File: config.mk
export PLATFORM = sky130hd
export DESIGN_NAME = iso8601_timestamp_parser_top
export DESIGN_NICKNAME = d
export VERILOG_FILES = /design/src/rtl/core/iso_pkg.sv /design/src/rtl/core/iso8601_timestamp_parser_top.sv /design/src/rtl/core/iso_fifo.sv /design/src/rtl/core/iso_front.sv /design/src/rtl/core/iso_back.sv
export SDC_FILE = /design/constraint.sdc
export NUM_CORES = 2
export LEC_CHECK = 0
export BUFFER_PORTS_ARGS = -buffer_cell sky130_fd_sc_hd__buf_2
export CORE_MARGIN = 2
export CORE_UTILIZATION = 46
export CTS_BUF_LIST = sky130_fd_sc_hd__clkbuf_8
export CTS_CLUSTER_DIAMETER = 80
export DETAILED_ROUTE_END_ITERATION = 7
export PLACE_DENSITY_LB_ADDON = 0.1
export SKIP_CTS_REPAIR_TIMING = 1
export SYNTH_ARGS = -nofsm -noshare
export SYNTH_HDL_FRONTEND = slang
export SYNTH_SLANG_ARGS = --single-unit
File: constraint.sdc
create_clock -name clk -period 15.72 [get_ports clk]
set_clock_uncertainty 0.2 [all_clocks]
set_input_delay 3.144 -clock clk [delete_from_list [all_inputs] [get_ports clk]]
set_output_delay 3.144 -clock clk [all_outputs]
set_load 0.01 [all_outputs]
File: src/rtl/core/iso_pkg.sv
// Shared types, character codes and constants for the ISO 8601 timestamp parser.
// No dependencies; the top level, the front end and the back end refer to this package.
package iso_pkg;

  // Parse phases of the character front end.
  typedef enum logic [4:0] {
    PH_START      = 5'd0,
    PH_YEAR       = 5'd1,
    PH_MONTH      = 5'd2,
    PH_DAY        = 5'd3,
    PH_AFTER_DATE = 5'd4,
    PH_HOUR       = 5'd5,
    PH_MIN        = 5'd6,
    PH_AFTER_MIN  = 5'd7,
    PH_SEC        = 5'd8,
    PH_AFTER_SEC  = 5'd9,
    PH_DOT        = 5'd10,
    PH_FRAC       = 5'd11,
    PH_PRE_ZONE   = 5'd12,
    PH_ZHOUR      = 5'd13,
    PH_ZCOLON     = 5'd14,
    PH_ZMIN       = 5'd15,
    PH_TRAIL      = 5'd16
  } phase_t;

  // Character codes.
  localparam logic [7:0] CH_TAB   = 8'h09;
  localparam logic [7:0] CH_CR    = 8'h0D;
  localparam logic [7:0] CH_SPACE = 8'h20;
  localparam logic [7:0] CH_PLUS  = 8'h2B;
  localparam logic [7:0] CH_MINUS = 8'h2D;
  localparam logic [7:0] CH_DOT   = 8'h2E;
  localparam logic [7:0] CH_ZERO  = 8'h30;
  localparam logic [7:0] CH_NINE  = 8'h39;
  localparam logic [7:0] CH_COLON = 8'h3A;
  localparam logic [7:0] CH_UPT   = 8'h54;
  localparam logic [7:0] CH_UPZ   = 8'h5A;
  localparam logic [7:0] CH_LOWZ  = 8'h7A;

  // Months with 31 days, one bit per month number.
  localparam logic [15:0] LONG_MONTH_MASK = 16'h15AA;

  // Half a day plus the Julian date of the Unix epoch, in ms.
  localparam logic signed [51:0] EPOCH_BIAS_MS = 52'sd210866803200000;
  localparam logic signed [51:0] MS_PER_DAY    = 52'sd86400000;

  // Queue depths and the length of the arithmetic pipeline.
  localparam int MID_DEPTH   = 4;
  localparam int OUT_DEPTH   = 8;
  localparam int PIPE_STAGES = 5;

  // One parsed timestamp handed from the front end to the arithmetic.
  typedef struct packed {
    logic        ok;
    logic        year_neg;
    logic [13:0] year;
    logic [3:0]  month;
    logic [4:0]  day;
    logic [4:0]  hour;
    logic [5:0]  minute;
    logic [5:0]  second;
    logic [9:0]  frac_ms;
    logic        zone_given;
    logic        zone_neg;
    logic [3:0]  zone_hour;
    logic [5:0]  zone_minute;
  } rec_t;

  // One finished result.
  typedef struct packed {
    logic        valid;
    logic [49:0] epoch;
  } res_t;

  // Month term of the Julian day formula for adjusted months 3..14.
  function automatic logic [8:0] month_days(input logic [3:0] m);
    logic [8:0] r;
    unique case (m)
      4'd3:    r = 9'd122;
      4'd4:    r = 9'd153;
      4'd5:    r = 9'd183;
      4'd6:    r = 9'd214;
      4'd7:    r = 9'd244;
      4'd8:    r = 9'd275;
      4'd9:    r = 9'd306;
      4'd10:   r = 9'd336;
      4'd11:   r = 9'd367;
      4'd12:   r = 9'd397;
      4'd13:   r = 9'd428;
      4'd14:   r = 9'd459;
      default: r = 9'd0;
    endcase
    return r;
  endfunction

endpackage

File: src/rtl/core/iso8601_timestamp_parser_top.sv
// Top level of the ISO 8601 timestamp parser: front end, record queue,
// arithmetic back end, result queue and the local offset register. Uses iso_pkg.
// Throughput: one character per cycle while the record queue has room; the
// input stalls only when results back up through the result queue.
// From the last character to a result at the output, a record passes the record
// queue, five arithmetic stages and the result queue.
// Reset: synchronous, clears the parse state, both queues and the offset register.
module iso8601_timestamp_parser_top #(
  parameter int MID_DEPTH = iso_pkg::MID_DEPTH,
  parameter int OUT_DEPTH = iso_pkg::OUT_DEPTH
) (
  input  logic                clk,
  input  logic                rst,
  input  logic                push,
  output logic                full,
  input  logic [7:0]          char_code,
  input  logic                last_char,
  output logic                empty,
  input  logic                pop,
  output logic signed [49:0]  epoch_ms,
  output logic                valid_res,
  input  logic                cfg_wr_en,
  input  logic signed [11:0]  cfg_wr_data
);

  localparam int REC_W = $bits(iso_pkg::rec_t);
  localparam int RES_W = $bits(iso_pkg::res_t);

  logic signed [11:0]             local_offset_minutes;
  logic                           take;
  logic                           rec_push;
  iso_pkg::rec_t                  rec_in;
  logic [REC_W-1:0]               mid_rdata;
  logic                           mid_empty;
  logic                           rec_pop;
  logic [$clog2(MID_DEPTH+1)-1:0] mid_count;
  iso_pkg::res_t                  res;
  logic                           res_push;
  logic [RES_W-1:0]               out_rdata;
  logic                           out_full;
  logic [$clog2(OUT_DEPTH+1)-1:0] out_count;
  iso_pkg::res_t                  res_out;

  // Offset register for texts without a zone.
  always_ff @(posedge clk) begin
    if (rst) begin
      local_offset_minutes <= '0;
    end else if (cfg_wr_en) begin
      local_offset_minutes <= cfg_wr_data;
    end
  end

  // A byte is taken whenever the record queue can hold a finished record.
  assign take = push && !full;

  iso_front u_front (
    .clk       (clk),
    .rst       (rst),
    .take      (take),
    .char_code (char_code),
    .last_char (last_char),
    .rec_push  (rec_push),
    .rec       (rec_in)
  );

  iso_fifo #(.WIDTH(REC_W), .DEPTH(MID_DEPTH)) u_mid_q (
    .clk   (clk),
    .rst   (rst),
    .push  (rec_push),
    .wdata (REC_W'(rec_in)),
    .pop   (rec_pop),
    .rdata (mid_rdata),
    .empty (mid_empty),
    .full  (full),
    .count (mid_count)
  );

  iso_back #(.OUT_DEPTH(OUT_DEPTH)) u_back (
    .clk                  (clk),
    .rst                  (rst),
    .rec_valid            (!mid_empty),
    .rec                  (iso_pkg::rec_t'(mid_rdata)),
    .rec_pop              (rec_pop),
    .local_offset_minutes (local_offset_minutes),
    .out_count            (out_count),
    .res_push             (res_push),
    .res                  (res)
  );

  iso_fifo #(.WIDTH(RES_W), .DEPTH(OUT_DEPTH)) u_out_q (
    .clk   (clk),
    .rst   (rst),
    .push  (res_push),
    .wdata (RES_W'(res)),
    .pop   (pop),
    .rdata (out_rdata),
    .empty (empty),
    .full  (out_full),
    .count (out_count)
  );

  // Result ports.
  assign res_out   = iso_pkg::res_t'(out_rdata);
  assign epoch_ms  = $signed(res_out.epoch);
  assign valid_res = res_out.valid;

`ifndef SYNTHESIS
  a_no_overflow: assert property (@(posedge clk) disable iff (rst) res_push |-> !out_full)
    else $error("result written into a full queue");
  a_mid_bound: assert property (@(posedge clk) disable iff (rst)
    rec_push |-> (mid_count < $bits(mid_count)'(MID_DEPTH)))
    else $error("record written into a full queue");
  a_full_blocks: assert property (@(posedge clk) disable iff (rst) full |-> !take)
    else $error("item taken while the record queue is full");
`endif

endmodule

File: src/rtl/core/iso_fifo.sv
// Small synchronous queue used between the parser stages and at the output.
// Depends on nothing; width and depth come from the instantiating module.
module iso_fifo #(
  parameter int WIDTH = 8,
  parameter int DEPTH = 4
) (
  input  logic                             clk,
  input  logic                             rst,
  input  logic                             push,
  input  logic [WIDTH-1:0]                 wdata,
  input  logic                             pop,
  output logic [WIDTH-1:0]                 rdata,
  output logic                             empty,
  output logic                             full,
  output logic [$clog2(DEPTH+1)-1:0]       count
);

  localparam int AW = (DEPTH > 1) ? $clog2(DEPTH) : 1;
  localparam int CW = $clog2(DEPTH+1);

  logic [WIDTH-1:0] mem [DEPTH];
  logic [AW-1:0]    wptr;
  logic [AW-1:0]    rptr;
  logic             do_push;
  logic             do_pop;

  assign empty   = (count == '0);
  assign full    = (count == CW'(DEPTH));
  assign do_push = push && !full;
  assign do_pop  = pop && !empty;
  assign rdata   = mem[rptr];

  // Storage write.
  always_ff @(posedge clk) begin
    if (do_push) begin
      mem[wptr] <= wdata;
    end
  end

  // Pointers and fill count.
  always_ff @(posedge clk) begin
    if (rst) begin
      wptr  <= '0;
      rptr  <= '0;
      count <= '0;
    end else begin
      if (do_push) begin
        wptr <= (wptr == AW'(DEPTH-1)) ? '0 : wptr + AW'(1);
      end
      if (do_pop) begin
        rptr <= (rptr == AW'(DEPTH-1)) ? '0 : rptr + AW'(1);
      end
      if (do_push && !do_pop) begin
        count <= count + CW'(1);
      end else if (do_pop && !do_push) begin
        count <= count - CW'(1);
      end
    end
  end

`ifndef SYNTHESIS
  a_count_bound: assert property (@(posedge clk) disable iff (rst) count <= CW'(DEPTH))
    else $error("queue count above depth");
  a_push_fills: assert property (@(posedge clk) disable iff (rst)
    (push && !full && !pop) |=> !empty)
    else $error("queue empty after a write");
  a_last_pop: assert property (@(posedge clk) disable iff (rst)
    (pop && !push && count == CW'(1)) |=> empty)
    else $error("queue not empty after last read");
`endif

endmodule

File: src/rtl/core/iso_front.sv
// Character front end: parses the text one byte per cycle while take is high and emits a record.
// Depends on iso_pkg for phases, character codes and the record type.
module iso_front (
  input  logic               clk,
  input  logic               rst,
  input  logic               take,
  input  logic [7:0]         char_code,
  input  logic               last_char,
  output logic               rec_push,
  output iso_pkg::rec_t      rec
);

  typedef struct packed {
    iso_pkg::phase_t phase;
    logic [2:0]      dcnt;
    logic            yneg;
    logic [13:0]     year;
    logic [6:0]      yhi;
    logic [6:0]      ylo;
    logic [6:0]      month;
    logic [6:0]      day;
    logic [6:0]      hour;
    logic [6:0]      minute;
    logic [6:0]      second;
    logic [9:0]      fms;
    logic [2:0]      fd;
    logic            zneg;
    logic [6:0]      zhour;
    logic [6:0]      zmin;
    logic            zgiven;
    logic            err;
  } pst_t;

  pst_t       st;
  pst_t       st_next;
  logic       isd;
  logic [3:0] dig;
  logic       isspc;
  logic       leap;
  logic       dok;
  logic       end_ok;

  function automatic logic [6:0] acc10(input logic [6:0] a, input logic [3:0] d);
    logic [10:0] w;
    w = {4'b0, a} * 11'd10 + {7'b0, d};
    return w[6:0];
  endfunction

  function automatic logic spc(input logic [7:0] c);
    return (c == iso_pkg::CH_SPACE) || (c >= iso_pkg::CH_TAB && c <= iso_pkg::CH_CR);
  endfunction

  // A byte where a zone, white space or the end may follow.
  function automatic pst_t zone_start(input pst_t s, input logic [7:0] c);
    pst_t r;
    r = s;
    if (spc(c)) begin
      r.phase = iso_pkg::PH_PRE_ZONE;
    end else if (c == iso_pkg::CH_PLUS || c == iso_pkg::CH_MINUS) begin
      r.zneg  = (c == iso_pkg::CH_MINUS);
      r.phase = iso_pkg::PH_ZHOUR;
      r.dcnt  = '0;
      r.zhour = '0;
    end else if (c == iso_pkg::CH_UPZ || c == iso_pkg::CH_LOWZ) begin
      r.zgiven = 1'b1;
      r.phase  = iso_pkg::PH_TRAIL;
    end else begin
      r.err = 1'b1;
    end
    return r;
  endfunction

  // Character classes.
  assign isd   = (char_code >= iso_pkg::CH_ZERO) && (char_code <= iso_pkg::CH_NINE);
  assign dig   = 4'(char_code - iso_pkg::CH_ZERO);
  assign isspc = spc(char_code);

  // Gregorian leap year from the two digit pairs of the year.
  assign leap = (st.ylo[1:0] == 2'b00) && !((st.ylo == '0) && (st.yhi[1:0] != 2'b00));

  // Next parse state for the byte on the input.
  always_comb begin
    st_next = st;
    dok     = 1'b1;
    if (!st.err) begin
      unique case (st.phase)
        iso_pkg::PH_START: begin
          if (char_code == iso_pkg::CH_MINUS && !st.yneg) begin
            st_next.yneg = 1'b1;
          end else begin
            st_next.phase = iso_pkg::PH_YEAR;
            st_next.dcnt  = '0;
            if (!isd) begin
              st_next.err = 1'b1;
            end else begin
              st_next.year = {10'b0, dig};
              st_next.yhi  = {3'b0, dig};
              st_next.dcnt = 3'd1;
            end
          end
        end
        iso_pkg::PH_YEAR: begin
          if (st.dcnt < 3'd4) begin
            if (!isd) begin
              st_next.err = 1'b1;
            end else begin
              st_next.year = 14'({4'b0, st.year} * 18'd10 + {14'b0, dig});
              if (st.dcnt < 3'd2) begin
                st_next.yhi = acc10(st.yhi, dig);
              end else begin
                st_next.ylo = acc10(st.ylo, dig);
              end
              st_next.dcnt = st.dcnt + 3'd1;
            end
          end else if (char_code == iso_pkg::CH_MINUS) begin
            st_next.phase = iso_pkg::PH_MONTH;
            st_next.dcnt  = '0;
          end else begin
            st_next.err = 1'b1;
          end
        end
        iso_pkg::PH_MONTH: begin
          if (st.dcnt < 3'd2) begin
            if (!isd) begin
              st_next.err = 1'b1;
            end else begin
              st_next.month = acc10(st.month, dig);
              st_next.dcnt  = st.dcnt + 3'd1;
            end
          end else if (char_code == iso_pkg::CH_MINUS && st.month >= 7'd1
                       && st.month <= 7'd12) begin
            st_next.phase = iso_pkg::PH_DAY;
            st_next.dcnt  = '0;
          end else begin
            st_next.err = 1'b1;
          end
        end
        iso_pkg::PH_DAY: begin
          if (!isd) begin
            st_next.err = 1'b1;
          end else begin
            st_next.day  = acc10(st.day, dig);
            st_next.dcnt = st.dcnt + 3'd1;
            if (st.dcnt == 3'd1) begin
              dok = (st_next.day >= 7'd1) && (st_next.day <= 7'd31);
              if (st_next.day >= 7'd29) begin
                if (st.month == 7'd2) begin
                  if (st_next.day > 7'd29 || !leap) begin
                    dok = 1'b0;
                  end
                end else if (st_next.day > 7'd30
                             && !iso_pkg::LONG_MONTH_MASK[st.month[3:0]]) begin
                  dok = 1'b0;
                end
              end
              if (!dok) begin
                st_next.err = 1'b1;
              end else begin
                st_next.phase = iso_pkg::PH_AFTER_DATE;
              end
            end
          end
        end
        iso_pkg::PH_AFTER_DATE: begin
          if (!(isspc || char_code == iso_pkg::CH_UPT)) begin
            st_next.phase = iso_pkg::PH_HOUR;
            st_next.dcnt  = '0;
            st_next.hour  = '0;
            if (!isd) begin
              st_next.err = 1'b1;
            end else begin
              st_next.hour = {3'b0, dig};
              st_next.dcnt = 3'd1;
            end
          end
        end
        iso_pkg::PH_HOUR: begin
          if (st.dcnt < 3'd2) begin
            if (!isd) begin
              st_next.err = 1'b1;
            end else begin
              st_next.hour = acc10(st.hour, dig);
              st_next.dcnt = st.dcnt + 3'd1;
            end
          end else if (char_code == iso_pkg::CH_COLON && st.hour <= 7'd24) begin
            st_next.phase = iso_pkg::PH_MIN;
            st_next.dcnt  = '0;
          end else begin
            st_next.err = 1'b1;
          end
        end
        iso_pkg::PH_MIN: begin
          if (!isd) begin
            st_next.err = 1'b1;
          end else begin
            st_next.minute = acc10(st.minute, dig);
            st_next.dcnt   = st.dcnt + 3'd1;
            if (st.dcnt == 3'd1) begin
              if (st_next.minute > 7'd59) begin
                st_next.err = 1'b1;
              end else begin
                st_next.phase = iso_pkg::PH_AFTER_MIN;
              end
            end
          end
        end
        iso_pkg::PH_AFTER_MIN: begin
          if (char_code == iso_pkg::CH_COLON) begin
            st_next.phase = iso_pkg::PH_SEC;
            st_next.dcnt  = '0;
          end else begin
            st_next = zone_start(st, char_code);
          end
        end
        iso_pkg::PH_SEC: begin
          if (!isd) begin
            st_next.err = 1'b1;
          end else begin
            st_next.second = acc10(st.second, dig);
            st_next.dcnt   = st.dcnt + 3'd1;
            if (st.dcnt == 3'd1) begin
              if (st_next.second > 7'd59) begin
                st_next.err = 1'b1;
              end else begin
                st_next.phase = iso_pkg::PH_AFTER_SEC;
              end
            end
          end
        end
        iso_pkg::PH_AFTER_SEC: begin
          if (char_code == iso_pkg::CH_DOT) begin
            st_next.phase = iso_pkg::PH_DOT;
          end else begin
            st_next = zone_start(st, char_code);
          end
        end
        iso_pkg::PH_DOT, iso_pkg::PH_FRAC: begin
          if (isd) begin
            // Only the first four digits count; the fourth rounds half up.
            if (st.fd < 3'd4) begin
              unique case (st.fd)
                3'd0:    st_next.fms = {6'b0, dig} * 10'd100;
                3'd1:    st_next.fms = st.fms + {6'b0, dig} * 10'd10;
                3'd2:    st_next.fms = st.fms + {6'b0, dig};
                default: st_next.fms = st.fms + {9'b0, (dig >= 4'd5)};
              endcase
              st_next.fd = st.fd + 3'd1;
            end
            st_next.phase = iso_pkg::PH_FRAC;
          end else if (st.phase == iso_pkg::PH_FRAC) begin
            st_next = zone_start(st, char_code);
          end else begin
            st_next.err = 1'b1;
          end
        end
        iso_pkg::PH_PRE_ZONE: begin
          st_next = zone_start(st, char_code);
        end
        iso_pkg::PH_ZHOUR: begin
          if (!isd) begin
            st_next.err = 1'b1;
          end else begin
            st_next.zhour = acc10(st.zhour, dig);
            st_next.dcnt  = st.dcnt + 3'd1;
            if (st.dcnt == 3'd1) begin
              if (st_next.zhour > 7'd14) begin
                st_next.err = 1'b1;
              end else begin
                st_next.phase = iso_pkg::PH_ZCOLON;
              end
            end
          end
        end
        iso_pkg::PH_ZCOLON: begin
          // The colon is optional: a digit here is the first zone-minute digit.
          st_next.dcnt  = '0;
          st_next.zmin  = '0;
          st_next.phase = iso_pkg::PH_ZMIN;
          if (char_code != iso_pkg::CH_COLON) begin
            if (!isd) begin
              st_next.err = 1'b1;
            end else begin
              st_next.zmin = {3'b0, dig};
              st_next.dcnt = 3'd1;
            end
          end
        end
        iso_pkg::PH_ZMIN: begin
          if (!isd) begin
            st_next.err = 1'b1;
          end else begin
            st_next.zmin = acc10(st.zmin, dig);
            st_next.dcnt = st.dcnt + 3'd1;
            if (st.dcnt == 3'd1) begin
              if (st_next.zmin > 7'd59) begin
                st_next.err = 1'b1;
              end else begin
                st_next.zgiven = 1'b1;
                st_next.phase  = iso_pkg::PH_TRAIL;
              end
            end
          end
        end
        iso_pkg::PH_TRAIL: begin
          if (!isspc) begin
            st_next.err = 1'b1;
          end
        end
        default: begin
          st_next.err = 1'b1;
        end
      endcase
    end
  end

  // The text is good only if it ends in a phase that closes a complete form.
  assign end_ok = !st_next.err && (st_next.phase == iso_pkg::PH_AFTER_DATE
                  || st_next.phase == iso_pkg::PH_AFTER_MIN
                  || st_next.phase == iso_pkg::PH_AFTER_SEC
                  || st_next.phase == iso_pkg::PH_FRAC
                  || st_next.phase == iso_pkg::PH_PRE_ZONE
                  || st_next.phase == iso_pkg::PH_TRAIL);

  // Record for the arithmetic, built from the state after the last byte.
  always_comb begin
    rec.ok          = end_ok;
    rec.year_neg    = st_next.yneg;
    rec.year        = st_next.year;
    rec.month       = st_next.month[3:0];
    rec.day         = st_next.day[4:0];
    rec.hour        = st_next.hour[4:0];
    rec.minute      = st_next.minute[5:0];
    rec.second      = st_next.second[5:0];
    rec.frac_ms     = st_next.fms;
    rec.zone_given  = st_next.zgiven;
    rec.zone_neg    = st_next.zneg;
    rec.zone_hour   = st_next.zhour[3:0];
    rec.zone_minute = st_next.zmin[5:0];
  end

  assign rec_push = take && last_char;

  // Parse state register; the last byte returns it to the start of text,
  // whose phase code is all zeros.
  always_ff @(posedge clk) begin
    if (rst) begin
      st <= '0;
    end else if (take) begin
      if (last_char) begin
        st <= '0;
      end else begin
        st <= st_next;
      end
    end
  end

endmodule

File: src/rtl/core/iso_back.sv
// Arithmetic back end: turns a parsed record into epoch milliseconds.
// Depends on iso_pkg for the record and result types and the constants.
module iso_back #(
  parameter int OUT_DEPTH = iso_pkg::OUT_DEPTH
) (
  input  logic                               clk,
  input  logic                               rst,
  input  logic                               rec_valid,
  input  iso_pkg::rec_t                      rec,
  output logic                               rec_pop,
  input  logic signed [11:0]                 local_offset_minutes,
  input  logic [$clog2(OUT_DEPTH+1)-1:0]     out_count,
  output logic                               res_push,
  output iso_pkg::res_t                      res
);

  localparam int CW = $clog2(OUT_DEPTH+1);
  localparam int SW = $clog2(OUT_DEPTH + iso_pkg::PIPE_STAGES + 1);

  logic [iso_pkg::PIPE_STAGES-1:0] vld;
  logic [SW-1:0]                   pending;

  // Stage 1 registers.
  logic               s1_ok;
  logic signed [14:0] s1_ya;
  logic [3:0]         s1_ma;
  logic [4:0]         s1_day;
  logic signed [13:0] s1_hm;
  logic [15:0]        s1_sms;
  // Stage 2 registers.
  logic               s2_ok;
  logic signed [7:0]  s2_a;
  logic signed [25:0] s2_t;
  logic [8:0]         s2_x2;
  logic [4:0]         s2_day;
  logic signed [29:0] s2_tod;
  // Stage 3 registers.
  logic               s3_ok;
  logic signed [23:0] s3_x1;
  logic signed [9:0]  s3_b;
  logic [8:0]         s3_x2;
  logic [4:0]         s3_day;
  logic signed [29:0] s3_tod;
  // Stage 4 registers.
  logic               s4_ok;
  logic signed [24:0] s4_days;
  logic signed [29:0] s4_tod;
  // Stage 5 registers.
  logic               s5_ok;
  logic signed [51:0] s5_prod;
  logic signed [29:0] s5_tod;

  // Stage 1 logic.
  logic               c1_mle2;
  logic signed [14:0] c1_ys;
  logic [9:0]         c1_zmag;
  logic signed [11:0] c1_tz;
  logic [10:0]        c1_hmin;
  // Stage 2 logic.
  logic [13:0]        c2_yabs;
  logic [26:0]        c2_qprod;
  logic [6:0]         c2_aq;
  logic signed [15:0] c2_yy;
  // Stage 3 logic.
  logic signed [25:0] c3_tq;
  logic signed [7:0]  c3_aq;
  // Result logic.
  logic signed [51:0] c6_sum;

  // Take a record only when the output queue has room for every item in flight.
  assign pending = SW'(out_count) + SW'($countones(vld));
  assign rec_pop = rec_valid && (pending < SW'(OUT_DEPTH));

  // Stage 1: adjust year and month, fold the clock time and zone into minutes and the seconds into ms.
  always_comb begin
    c1_mle2 = (rec.month <= 4'd2);
    c1_ys   = rec.year_neg ? -$signed({1'b0, rec.year}) : $signed({1'b0, rec.year});
    c1_zmag = {6'b0, rec.zone_hour} * 10'd60 + {4'b0, rec.zone_minute};
    if (rec.zone_given) begin
      c1_tz = rec.zone_neg ? -$signed({2'b0, c1_zmag}) : $signed({2'b0, c1_zmag});
    end else begin
      c1_tz = local_offset_minutes;
    end
    c1_hmin = {6'b0, rec.hour} * 11'd60 + {5'b0, rec.minute};
  end

  always_ff @(posedge clk) begin
    s1_ok  <= rec.ok;
    s1_ya  <= c1_mle2 ? c1_ys - 15'sd1 : c1_ys;
    s1_ma  <= c1_mle2 ? rec.month + 4'd12 : rec.month;
    s1_day <= rec.day;
    s1_hm  <= $signed({3'b0, c1_hmin}) - $signed({{2{c1_tz[11]}}, c1_tz});
    s1_sms <= {10'b0, rec.second} * 16'd1000 + {6'b0, rec.frac_ms};
  end

  // Stage 2: century by reciprocal multiply, year term product, month term, time of day.
  always_comb begin
    c2_yabs  = s1_ya[14] ? 14'(-s1_ya) : 14'(s1_ya);
    c2_qprod = {13'b0, c2_yabs} * 27'd5243;
    c2_aq    = c2_qprod[25:19];
    c2_yy    = $signed({s1_ya[14], s1_ya}) + 16'sd4716;
  end

  always_ff @(posedge clk) begin
    s2_ok  <= s1_ok;
    s2_a   <= s1_ya[14] ? -$signed({1'b0, c2_aq}) : $signed({1'b0, c2_aq});
    s2_t   <= $signed({{10{c2_yy[15]}}, c2_yy}) * 26'sd1461;
    s2_x2  <= iso_pkg::month_days(s1_ma);
    s2_day <= s1_day;
    s2_tod <= $signed({{16{s1_hm[13]}}, s1_hm}) * 30'sd60000 + $signed({14'b0, s1_sms});
  end

  // Stage 3: quarter divisions rounded toward zero, Gregorian correction.
  always_comb begin
    c3_tq = s2_t[25] ? s2_t + 26'sd3 : s2_t;
    c3_aq = s2_a[7] ? s2_a + 8'sd3 : s2_a;
  end

  always_ff @(posedge clk) begin
    s3_ok  <= s2_ok;
    s3_x1  <= c3_tq[25:2];
    s3_b   <= 10'sd2 - $signed({{2{s2_a[7]}}, s2_a})
              + $signed({{4{c3_aq[7]}}, c3_aq[7:2]});
    s3_x2  <= s2_x2;
    s3_day <= s2_day;
    s3_tod <= s2_tod;
  end

  // Stage 4: day count.
  always_ff @(posedge clk) begin
    s4_ok   <= s3_ok;
    s4_days <= $signed({s3_x1[23], s3_x1}) + $signed({16'b0, s3_x2})
               + $signed({20'b0, s3_day}) + $signed({{15{s3_b[9]}}, s3_b})
               - 25'sd1524;
    s4_tod  <= s3_tod;
  end

  // Stage 5: days to milliseconds.
  always_ff @(posedge clk) begin
    s5_ok   <= s4_ok;
    s5_prod <= $signed({{27{s4_days[24]}}, s4_days}) * iso_pkg::MS_PER_DAY;
    s5_tod  <= s4_tod;
  end

  // Final sum and epoch shift; a failed parse reports zero.
  assign c6_sum    = s5_prod + $signed({{22{s5_tod[29]}}, s5_tod}) - iso_pkg::EPOCH_BIAS_MS;
  assign res.valid = s5_ok;
  assign res.epoch = s5_ok ? c6_sum[49:0] : '0;
  assign res_push  = vld[iso_pkg::PIPE_STAGES-1];

  // Stage valid bits.
  always_ff @(posedge clk) begin
    if (rst) begin
      vld <= '0;
    end else begin
      vld <= {vld[iso_pkg::PIPE_STAGES-2:0], rec_pop};
    end
  end

`ifndef SYNTHESIS
  a_credit: assert property (@(posedge clk) disable iff (rst) pending <= SW'(OUT_DEPTH))
    else $error("more items in flight than output space");
  a_pop_valid: assert property (@(posedge clk) disable iff (rst) rec_pop |-> rec_valid)
    else $error("record taken from an empty queue");
`endif

endmodule
==> out/qor.csv <==
metric;value;unit
Critical Path AT;8.91;ns
top-area cell type share of the netlist area;0.277;
vias;44200;
TritonCTS clock tree;yes;
# IOs;79;
# DRC;0;
clk_lat worst skew;0.90;ns
Synth-to-Final Area Change;9.20;%
Post-Syn Area;71900;um^2
drt total wl;150000;um
pre-CTS setup slack;7.39;ns
largest net degree at the start of global routing;80;
Most common cell on crit path;inv_1;
WHS;0.114;ns
status;complete, no violations;
gpl congestion;0.905;
initial antenna violation count;3;
count leader, synth;inv_1;
Iter 0 DRT Violations;2083;
Port-buffer cells;78;
setup ws final;7.39;ns
DRT antenna net count;0;
first-pass GRT wire length;245000;um
ys flop type;edfxtp_1;
Synth Warn #;0;
core area;156000;um^2
Final Cell Area;78500;um^2
Post-Syn Nets;7422;
Cell Area, Placed;74700;um^2
vias in the first global route;45900;
EDFF count, synth;664;
Synth cell types;92;
startpoint types;flop;
Crit Path Max Fanout;11;
Worst EP required;16.31;ns
clock tree root driver cell;clkbuf_8;
Num CTS Buffers;190;
Mapped Cells;6138;
fin crit period;8.33;ns
fin nets;7595;
die area;159000;um^2
fin. max-slew vios;0;
WL/cell;17.5;um
Slew Limit Headroom;0.135;
share of cells above drive strength 1;0.106;
crit path kind;reg -> reg;
CP Capture Type;flop;
Synth Area per Inst;11.7;um^2
initial core utilization;0.462;
RSZ-0062 raised after global routing;false;
Initial DRT Pass Iterations;5;
die height;399;um
Max-Cap Viols;0;
critical path's top delay family;adder cells;
top cells by count, synth;957 x inv_1, 837 x ha_1, 664 x edfxtp_1;
Synth area leaders;edfxtp_1 28%, ha_1 15%, dfxtp_1 13%;
H-tree depth;4;
Clock Pin Slew Worst Setup and Hold Paths;0.07;ns
Clock Sinks;1135;
Seq cells post-synth;1135;
Hold Crit Class;reg -> reg;
DP HPWL;109000;um
Post-synth ARST share;0;
slowest stage cell on the critical path;xnor2_1;
Setup Total Neg Slack;0;ns
# rows;145;
post-synthesis sequential area ratio;0.409;
max incr delay on CP;0.78;ns
CP bufs+invs;5;
cell taking the most area after synthesis;edfxtp_1;
Max Fclk;0.120;GHz
vias per std cell;5.19;
fin crit share;0.530;
Worst-Margin Slew;1.29;ns
Die W;399;um
GRT Overall Usage;0.192;
CTS max path bufs;3;
Final Setup Violations;0;
grt total ovfl;0;
Final Hold Viols;0;
## final cells by class
cell class	count	area, um^2
Clock buffer	217	2990
Inverter	959	3600
Multi-Input combinational cell	3907	38500
Clock inverter	132	795
Sequential cell	1135	29400
Fill cell	14000	77200
Timing Repair Buffer	118	693
Antenna cell	3	7.51
Tap cell	2058	2570
## final timing paths
kind / slack (ns) / cells past startpoint / from / endpoint
worst max register to register: 7.39 / 30 / u_back.s1_ya[0] / u_back.s2_a[6]
worst max-delay path: 7.39 / 30 / u_back.s1_ya[0] / u_back.s2_a[6]
worst min register to register: 0.11 / 0 / u_back.s4_tod[4] / u_back.s5_tod[4]
worst min-delay path: 0.11 / 0 / u_back.s4_tod[4] / u_back.s5_tod[4]
## sequential cells by signal, summed over array words and instances (netlist names), 16 cells and up, named ones only
name / count
u_back.s3_tod: 30
u_back.s5_tod: 30
u_back.s2_t: 26
u_out_q.mem: 408
u_back.s5_prod: 40
u_mid_q.mem: 256
u_back.s1_sms: 16
u_back.s2_tod: 30
u_back.s3_x1: 24
u_back.s4_tod: 30
u_front.st: 92
u_back.s4_days: 25
## routing by layer
metal,vias up,wire length (um),global-route usage
li1,21700,-,-
met1,21700,70200,0.259
met2,599,72100,0.326
met3,175,4580,0.0248
met4,0,2650,0.0484
met5,-,0,0
## kinds of logic after synthesis
group                    synth area share
XOR/XNOR                           0.0470
buffers and inverters              0.0573
AND/OR/NAND/NOR                    0.0717
adder cells (fa/ha/maj)             0.263
flip-flops                          0.409
AO/OA/AOI/OAI                      0.0834
multiplexers                       0.0691
## stage by stage
| stage | instances | utilization |
|---|---|---|
| after floorplan | 6138 | - |
| after detailed placement | 8177 | 0.480 |
| after global routing | 8527 | 0.504 |
| after global placement | 8177 | 0.480 |
| final | 8529 | 0.504 |
| after CTS | 8526 | 0.504 |
## cells in the final DEF (no fill, tap or decap), types with 217 or more instances in the layout
cell	netlist	final
a21oi_1	263	263
dfxtp_1	471	466
ha_1	837	837
edfxtp_1	664	664
nor2_1	324	320
nand2_1	238	238
fa_1	421	421
clkbuf_8	0	217
inv_1	957	1012
xnor2_1	262	262
Power is not shown: default switching activity piles up to over one toggle a cycle in this logic, so the estimate is an artifact.
